$ cat config.mk
export PLATFORM = sky130hd
export DESIGN_NAME = sha1_block_compressor
export DESIGN_NICKNAME = d
export VERILOG_FILES = /design/src/hw/rtl/sha1bc_pkg.sv /design/src/hw/rtl/sha1_block_compressor.sv
export SDC_FILE = /design/constraint.sdc
export NUM_CORES = 2
export LEC_CHECK = 0
export BUFFER_PORTS_ARGS = -buffer_cell sky130_fd_sc_hd__buf_4
export CAP_MARGIN = 10
export CORE_AREA = 3 3 274 411
export CTS_BUF_LIST = sky130_fd_sc_hd__clkbuf_8 sky130_fd_sc_hd__clkbuf_16
export CTS_CLUSTER_DIAMETER = 120
export DETAILED_ROUTE_END_ITERATION = 8
export DIE_AREA = 0 0 277 414
export GPL_TIMING_DRIVEN = 0
export SYNTH_ARGS = -nofsm -noshare
export SYNTH_HDL_FRONTEND = slang
export SYNTH_SLANG_ARGS = --single-unit
$ cat constraint.sdc
create_clock -name clk -period 15.3 [get_ports clk]
set_input_delay 0.765 -clock clk [delete_from_list [all_inputs] [get_ports clk]]
set_output_delay 0.765 -clock clk [all_outputs]
set_load 0.05 [all_outputs]
$ cat src/hw/rtl/sha1bc_pkg.sv
package sha1bc_pkg;

	localparam int unsigned WORD_W    = 32;
	localparam int unsigned CHAIN_N   = 5;
	localparam int unsigned BLOCK_N   = 16;
	localparam int unsigned ROUNDS    = 80;
	localparam int unsigned ROUND_W   = $clog2(ROUNDS);
	localparam int unsigned POS_W     = $clog2(BLOCK_N);
	localparam int unsigned WNUM_W    = 3;

	typedef logic [WORD_W-1:0] word_t;

	localparam word_t IV [CHAIN_N] = '{
		32'h67452301, 32'hefcdab89, 32'h98badcfe, 32'h10325476, 32'hc3d2e1f0
	};

	localparam word_t K0 = 32'h5a827999;
	localparam word_t K1 = 32'h6ed9eba1;
	localparam word_t K2 = 32'h8f1bbcdc;
	localparam word_t K3 = 32'hca62c1d6;

	typedef enum logic [3:0] {
		S_LOAD  = 4'b0001,
		S_ROUND = 4'b0010,
		S_ADD   = 4'b0100,
		S_OUT   = 4'b1000
	} state_t;

	function automatic word_t rotl(input word_t x, input int unsigned n);
		return (x << n) | (x >> (WORD_W - n));
	endfunction

	function automatic word_t round_k(input logic [ROUND_W-1:0] t);
		word_t k;
		priority if (t < ROUND_W'(20)) k = K0;
		else if (t < ROUND_W'(40)) k = K1;
		else if (t < ROUND_W'(60)) k = K2;
		else k = K3;
		return k;
	endfunction

	function automatic word_t round_f(input logic [ROUND_W-1:0] t, input word_t b,
			input word_t c, input word_t d);
		word_t f;
		priority if (t < ROUND_W'(20)) f = (b & c) | (~b & d);
		else if (t < ROUND_W'(40)) f = b ^ c ^ d;
		else if (t < ROUND_W'(60)) f = (b & c) | (b & d) | (c & d);
		else f = b ^ c ^ d;
		return f;
	endfunction

endpackage

$ cat src/hw/rtl/sha1_block_compressor.sv
// A block's 16th word is followed by the 80 rounds in S_ROUND, one chaining add in
// S_ADD, then five digest transactions in S_OUT.
// Throughput: one round per cycle on the shared round unit.
// Input stall is high from the 16th word until the fifth digest word is taken.
// Reset (arst_n low) loads the initial vector, clears word position and returns state to S_LOAD.
module sha1_block_compressor
	import sha1bc_pkg::*;
(
	input  logic              clk,
	input  logic              arst_n,
	input  logic              in_valid,
	output logic              in_stall,
	input  logic [31:0]       message_word,
	input  logic              start_message,
	output logic              out_valid,
	input  logic              out_stall,
	output logic [31:0]       digest_word,
	output logic [2:0]        word_number,
	output logic              last_word
);

	state_t               state_q;
	word_t                chain_q [CHAIN_N];
	word_t                w_q [BLOCK_N];
	word_t                a_q, b_q, c_q, d_q, e_q;
	logic [POS_W-1:0]     pos_q;
	logic [ROUND_W-1:0]   round_q;
	logic [WNUM_W-1:0]    oidx_q;

	logic  in_acc, out_acc, block_done;
	word_t w_next, round_sum;

	assign in_stall  = (state_q != S_LOAD);
	assign in_acc    = in_valid && !in_stall;
	assign out_valid = (state_q == S_OUT);
	assign out_acc   = out_valid && !out_stall;

	// A start flag makes this word 0, so it can never close a block
	assign block_done = in_acc && !start_message && (pos_q == POS_W'(BLOCK_N - 1));

	// Window w_q[k] holds W[t+k]; expand the schedule one word per round
	assign w_next = rotl(w_q[13] ^ w_q[8] ^ w_q[2] ^ w_q[0], 1);

	assign round_sum = rotl(a_q, 5) + round_f(round_q, b_q, c_q, d_q) + e_q
		+ round_k(round_q) + w_q[0];

	assign digest_word = chain_q[oidx_q];
	assign word_number = oidx_q;
	assign last_word   = (oidx_q == WNUM_W'(CHAIN_N - 1));

	always_ff @(posedge clk or negedge arst_n) begin
		if (!arst_n) begin
			state_q <= S_LOAD;
			pos_q   <= '0;
			round_q <= '0;
			oidx_q  <= '0;
			for (int i = 0; i < CHAIN_N; i++) chain_q[i] <= IV[i];
		end else begin
			unique case (state_q)
				S_LOAD: begin
					if (in_acc) begin
						if (start_message) begin
							for (int i = 0; i < CHAIN_N; i++) chain_q[i] <= IV[i];
							pos_q <= POS_W'(1);
						end else begin
							pos_q <= pos_q + POS_W'(1);
						end
						if (block_done) begin
							round_q <= '0;
							state_q <= S_ROUND;
						end
					end
				end
				S_ROUND: begin
					if (round_q == ROUND_W'(ROUNDS - 1)) state_q <= S_ADD;
					round_q <= round_q + ROUND_W'(1);
				end
				S_ADD: begin
					chain_q[0] <= chain_q[0] + a_q;
					chain_q[1] <= chain_q[1] + b_q;
					chain_q[2] <= chain_q[2] + c_q;
					chain_q[3] <= chain_q[3] + d_q;
					chain_q[4] <= chain_q[4] + e_q;
					oidx_q     <= '0;
					state_q    <= S_OUT;
				end
				S_OUT: begin
					if (out_acc) begin
						if (last_word) state_q <= S_LOAD;
						oidx_q <= oidx_q + WNUM_W'(1);
					end
				end
				default: state_q <= S_LOAD;
			endcase
		end
	end

	// Datapath registers: schedule window and working variables
	always_ff @(posedge clk) begin
		if (in_acc) begin
			for (int i = 0; i < BLOCK_N - 1; i++) w_q[i] <= w_q[i+1];
			w_q[BLOCK_N-1] <= message_word;
		end else if (state_q == S_ROUND) begin
			for (int i = 0; i < BLOCK_N - 1; i++) w_q[i] <= w_q[i+1];
			w_q[BLOCK_N-1] <= w_next;
		end
		if (block_done) begin
			a_q <= chain_q[0];
			b_q <= chain_q[1];
			c_q <= chain_q[2];
			d_q <= chain_q[3];
			e_q <= chain_q[4];
		end else if (state_q == S_ROUND) begin
			a_q <= round_sum;
			b_q <= a_q;
			c_q <= rotl(b_q, 30);
			d_q <= c_q;
			e_q <= d_q;
		end
	end

endmodule
==> impl_metrics.ini <==
[logic_synthesis]
number_of_nets_produced_by_synthesis = 4007
ys_ff_latch = 850
syn-mean-instance-area_um2 = 12.0
synth_cell_type_count = 82
synth_xor_xnor_area_share_pct = 5.40
synth_top_family_by_area = compound AO/OA/AOI/OAI gates
seq_area_frac_synth_pct = 56.7
simple_gate_share_of_the_synthesized_area_pct = 9.00
synth_async_sr_flop_share_pct = 20.9
post_synth_mux_area_share_pct = 2.45
synth-edff-count = 672
main_synth_ff_type = sky130_fd_sc_hd__edfxtp_1
yosys_warnings = 0
synthesized_instance_count = 3648
synth-compound-area-share_pct = 11.6
synth_area_um2 = 43600
yosys.area_share.adder_pct = 11.4

[floorplanning]
io_pins = 75
chipWidth_um = 277
std_cell_rows = 149
core_area_um2 = 110000
starting_utilization_of_the_core_area_pct = 39.8
dieArea_um2 = 115000
die-height_um = 414

[cts]
cts.reportedPaths.clkPinSlew_ns = 0.07
cts_num_sinks = 850
numCtsBuffers = 83
clockBufferDepth = 3
clock_insertion_delay_worst_skew_ns = 0.69
cts_tree = built
cts_setup_buffers = 0
cts_resized = 0
cts_root_buffer = sky130_fd_sc_hd__clkbuf_16
cts_max_level = 3

[pwr]
power_mw = 6.11
peakVddDrop_mv = 0.0764
power_density_nw_per_um2 = 124
power_leakage_nw = 19.5
share_comb_of_total_power_pct = 14.3
power.share.clock_pct = 34.7
power.switching_fraction_pct = 26.4
power.switching_mw = 1.61
internal_power_mw = 4.50
share_seq_of_total_power_pct = 51.0

[sta]
share_of_the_clock_period_used_by_the_worst_path_pct = 59.7
hold-worst-slack_ns = 0.332
grt_setup_unrepaired = false
final_hold_viol_count = 0
achievable-frequency_ghz = 0.110
finalSetupTns_ns = 0
finalSetupViolations = 0
finalWorstSetupSlack_ns = 6.17
max_slew.worst_pin.slew_ns = 1.40
finClkSkew_ns = 0.0308
slew-limit-headroom_pct = 6.75
min_period_ns = 9.13
finalMaxSlewViolations = 0

[placement]
post-dp-hpwl_um = 95300
post-place-ws_ns = 6.11
final_weighted_congestion_of_routability_driven_global_placement = 0.959
io_buffers = 74

[worst_hold_path]
holdCritPathClass = in -> reg

[detailed_routing]
drt_wl_total_um = 124000
drc = 0
vias_per_cell = 5.35
wire_length_per_cell_um = 23.3
first_pass_iters = 6
drt_iter0_markers = 2271
final_antenna_net_count = 0
detailroute.via_count = 28518

[cells_and_area]
most_used_cells_in_the_layout_excluding_fill_and_tap_cells = 672 x sky130_fd_sc_hd__edfxtp_1, 541 x sky130_fd_sc_hd__nand2_1, 303 x sky130_fd_sc_hd__inv_1
synthToLayoutAreaGrowth_pct = 12.7
fin_util_pct = 44.9
mostFrequentLayoutCell = sky130_fd_sc_hd__edfxtp_1
layout-drive-gt1-share_pct = 9.76
nets = 4181

[worst_setup_path]
cp_required_ns = 15.71
worst-endpoint-arrival_ns = 9.54
critPathLaunchType = flip-flop
critical_path_peak_fanout = 9
endpoint_kind_of_the_worst_setup_timing_path = flip-flop
worstSetupPathType = reg -> reg

[grt]
grt_pass1_wl_um = 184000
first_global_vias = 29216
global_route.usage.total_pct = 21.5
grt_antenna_before_repair = 3
grt_start_max_net_pins = 77
grt_overflow_total = 0

[status]
run_status = completed

[job]
timing.max_cap.violations = 0
==> flip-flops by register name, indices dropped and copies added (netlist names) <==
register / count
a_q: 32
b_q: 32
c_q: 32
chain_q: 160
d_q: 32
e_q: 32
pos_q: 4
round_q: 7
state_q: 4
w_q: 512
word_number: 3
==> path summary, 6_finish.rpt <==
| check | startpoint | endpoint | slack (ns) | cells after the start |
|---|---|---|---|---|
| max in group asynchronous | arst_n | chain_q[89]$_DFFE_PN0P_ | 13.52 | 4 |
| max | round_q[5]$_DFFE_PN0P_ | a_q[31]$_DFFE_PP_ | 6.17 | 26 |
| max reg2reg | round_q[5]$_DFFE_PN0P_ | a_q[31]$_DFFE_PP_ | 6.17 | 26 |
| min in group asynchronous | arst_n | chain_q[32]$_DFFE_PN0P_ | 0.59 | 2 |
| min | start_message | pos_q[3]$_DFFE_PN0P_ | 0.33 | 2 |
| min reg2reg | w_q[1][60]$_DFFE_PP_ | w_q[1][28]$_DFFE_PP_ | 0.41 | 0 |
==> synth_stat cells (5+ instances only) <==
master                      number  area share (%)
sky130_fd_sc_hd__ha_1          197             5.6
sky130_fd_sc_hd__a21oi_1       254             2.9
sky130_fd_sc_hd__o2111ai_1       5            0.10
sky130_fd_sc_hd__a41oi_1         5            0.10
sky130_fd_sc_hd__o221a_2        13            0.34
sky130_fd_sc_hd__nor4b_1         5            0.10
sky130_fd_sc_hd__dfstp_2        81             4.9
sky130_fd_sc_hd__nand4_1        19            0.27
sky130_fd_sc_hd__nor3_1         18            0.21
sky130_fd_sc_hd__or3_1          17            0.24
sky130_fd_sc_hd__a22o_1         14            0.28
sky130_fd_sc_hd__o31ai_1        15            0.26
sky130_fd_sc_hd__o21ai_1         8           0.092
sky130_fd_sc_hd__o21a_1         11            0.19
sky130_fd_sc_hd__mux2i_1        18            0.41
sky130_fd_sc_hd__o21bai_1       36            0.62
sky130_fd_sc_hd__o21ai_0       217             2.5
sky130_fd_sc_hd__xor2_1         85             1.7
sky130_fd_sc_hd__nor2_1        212             1.8
sky130_fd_sc_hd__inv_1         295             2.5
sky130_fd_sc_hd__and3_1         15            0.21
sky130_fd_sc_hd__xnor2_1       184             3.7
sky130_fd_sc_hd__a2111oi_0       5            0.10
sky130_fd_sc_hd__mux2_2         17            0.44
sky130_fd_sc_hd__nand3b_1        5           0.086
sky130_fd_sc_hd__edfxtp_1      672              46
sky130_fd_sc_hd__o211ai_1       11            0.19
sky130_fd_sc_hd__mux4_2         31             1.6
sky130_fd_sc_hd__nor2b_1        16            0.23
sky130_fd_sc_hd__clkbuf_1      106            0.91
sky130_fd_sc_hd__nand3_1        32            0.37
sky130_fd_sc_hd__o22a_1         14            0.28
sky130_fd_sc_hd__fa_1          125             5.7
sky130_fd_sc_hd__nand2_1       543             4.7
sky130_fd_sc_hd__and2_1          8            0.11
sky130_fd_sc_hd__a211oi_1       20            0.34
sky130_fd_sc_hd__a21o_1         82             1.4
sky130_fd_sc_hd__dfrtp_1        97             5.6
sky130_fd_sc_hd__a222oi_1       17            0.39
sky130_fd_sc_hd__nand2b_1       31            0.44
sky130_fd_sc_hd__a31oi_1        16            0.23
==> logic make-up (layout without fill, tap and decap cells) <==
| logic type | count (synthesis) | in the layout |
|---|---|---|
| xor+xnor | 269 | 269 |
| fa+ha+maj | 322 | 322 |
| other cells | 0 | 1 |
| mux | 66 | 66 |
| simple gates | 934 | 934 |
| flops | 850 | 850 |
| compound gates | 799 | 799 |
| buf+inv | 408 | 652 |
==> critical path, cell delays in order, from the launching register on <==
cell and delay (ns):
sky130_fd_sc_hd__dfrtp_1 0.32, sky130_fd_sc_hd__clkbuf_1 0.30, sky130_fd_sc_hd__o21ai_0 0.15, sky130_fd_sc_hd__nor2b_1 0.21
sky130_fd_sc_hd__inv_1 0.44, sky130_fd_sc_hd__nor2_1 0.41, sky130_fd_sc_hd__nor2_1 0.89, sky130_fd_sc_hd__clkinv_1 0.63
sky130_fd_sc_hd__a222oi_1 0.60, sky130_fd_sc_hd__fa_1 0.54, sky130_fd_sc_hd__fa_1 0.54, sky130_fd_sc_hd__fa_1 0.42
sky130_fd_sc_hd__inv_1 0.07, sky130_fd_sc_hd__ha_1 0.16, sky130_fd_sc_hd__inv_1 0.06, sky130_fd_sc_hd__fa_1 0.46
sky130_fd_sc_hd__nor2b_1 0.12, sky130_fd_sc_hd__o21ai_0 0.12, sky130_fd_sc_hd__a21oi_1 0.36, sky130_fd_sc_hd__o21a_1 0.27
sky130_fd_sc_hd__o31ai_1 0.21, sky130_fd_sc_hd__nor3_1 0.34, sky130_fd_sc_hd__o21a_1 0.29, sky130_fd_sc_hd__a311oi_1 0.13
sky130_fd_sc_hd__o41ai_1 0.54, sky130_fd_sc_hd__xnor2_1 0.18, sky130_fd_sc_hd__o21ai_1 0.07
==> timing repair <==
action,in CTS,in global routing
hold endpoints to repair,11,0
hold buffers,1,0
setup endpoints to repair,0,0
==> per-stage QoR <==
step,cells,instance area (um^2)
finish,5327,49200
detailed placement,5169,46300
CTS,5325,49100
floorplan,3648,43600
global route,5326,49200
global placement,5156,46000
==> power by group through the flow <==
| stage | clock network, mW | logic [mW] | registers (mW) |
|---|---|---|---|
| finish | 2.12 | 0.876 | 3.11 |
| global route | 2.26 | 0.979 | 3.15 |
| CTS | 2.17 | 0.886 | 3.12 |
| detailed placement | 0 | 0.880 | 3.16 |
| global placement | 0 | 0.838 | 3.35 |
| floorplan | 0 | 0.618 | 3.25 |
==> per-layer routing <==
layer | track usage, % | share of wire, % | vias to the layer above
li1 | - | - | 13293
met5 | 0 | 0.010 | -
met3 | 2.58 | 4.4 | 269
met1 | 25.2 | 38 | 14143
met2 | 36.9 | 49 | 811
met4 | 14.9 | 7.7 | 2
==> layout make-up <==
type | count | area (um^2)
plain buffers | 111 | 418
diodes | 1 | 2.50
clock buffers | 89 | 2190
clock inverters | 66 | 597
well taps | 1434 | 1790
fillers | 10118 | 60400
multi-input cells | 2390 | 17400
inverters | 297 | 1110
flip-flops and latches | 850 | 24700
repair buffers | 89 | 916
(Power assumes the default switching activity.)
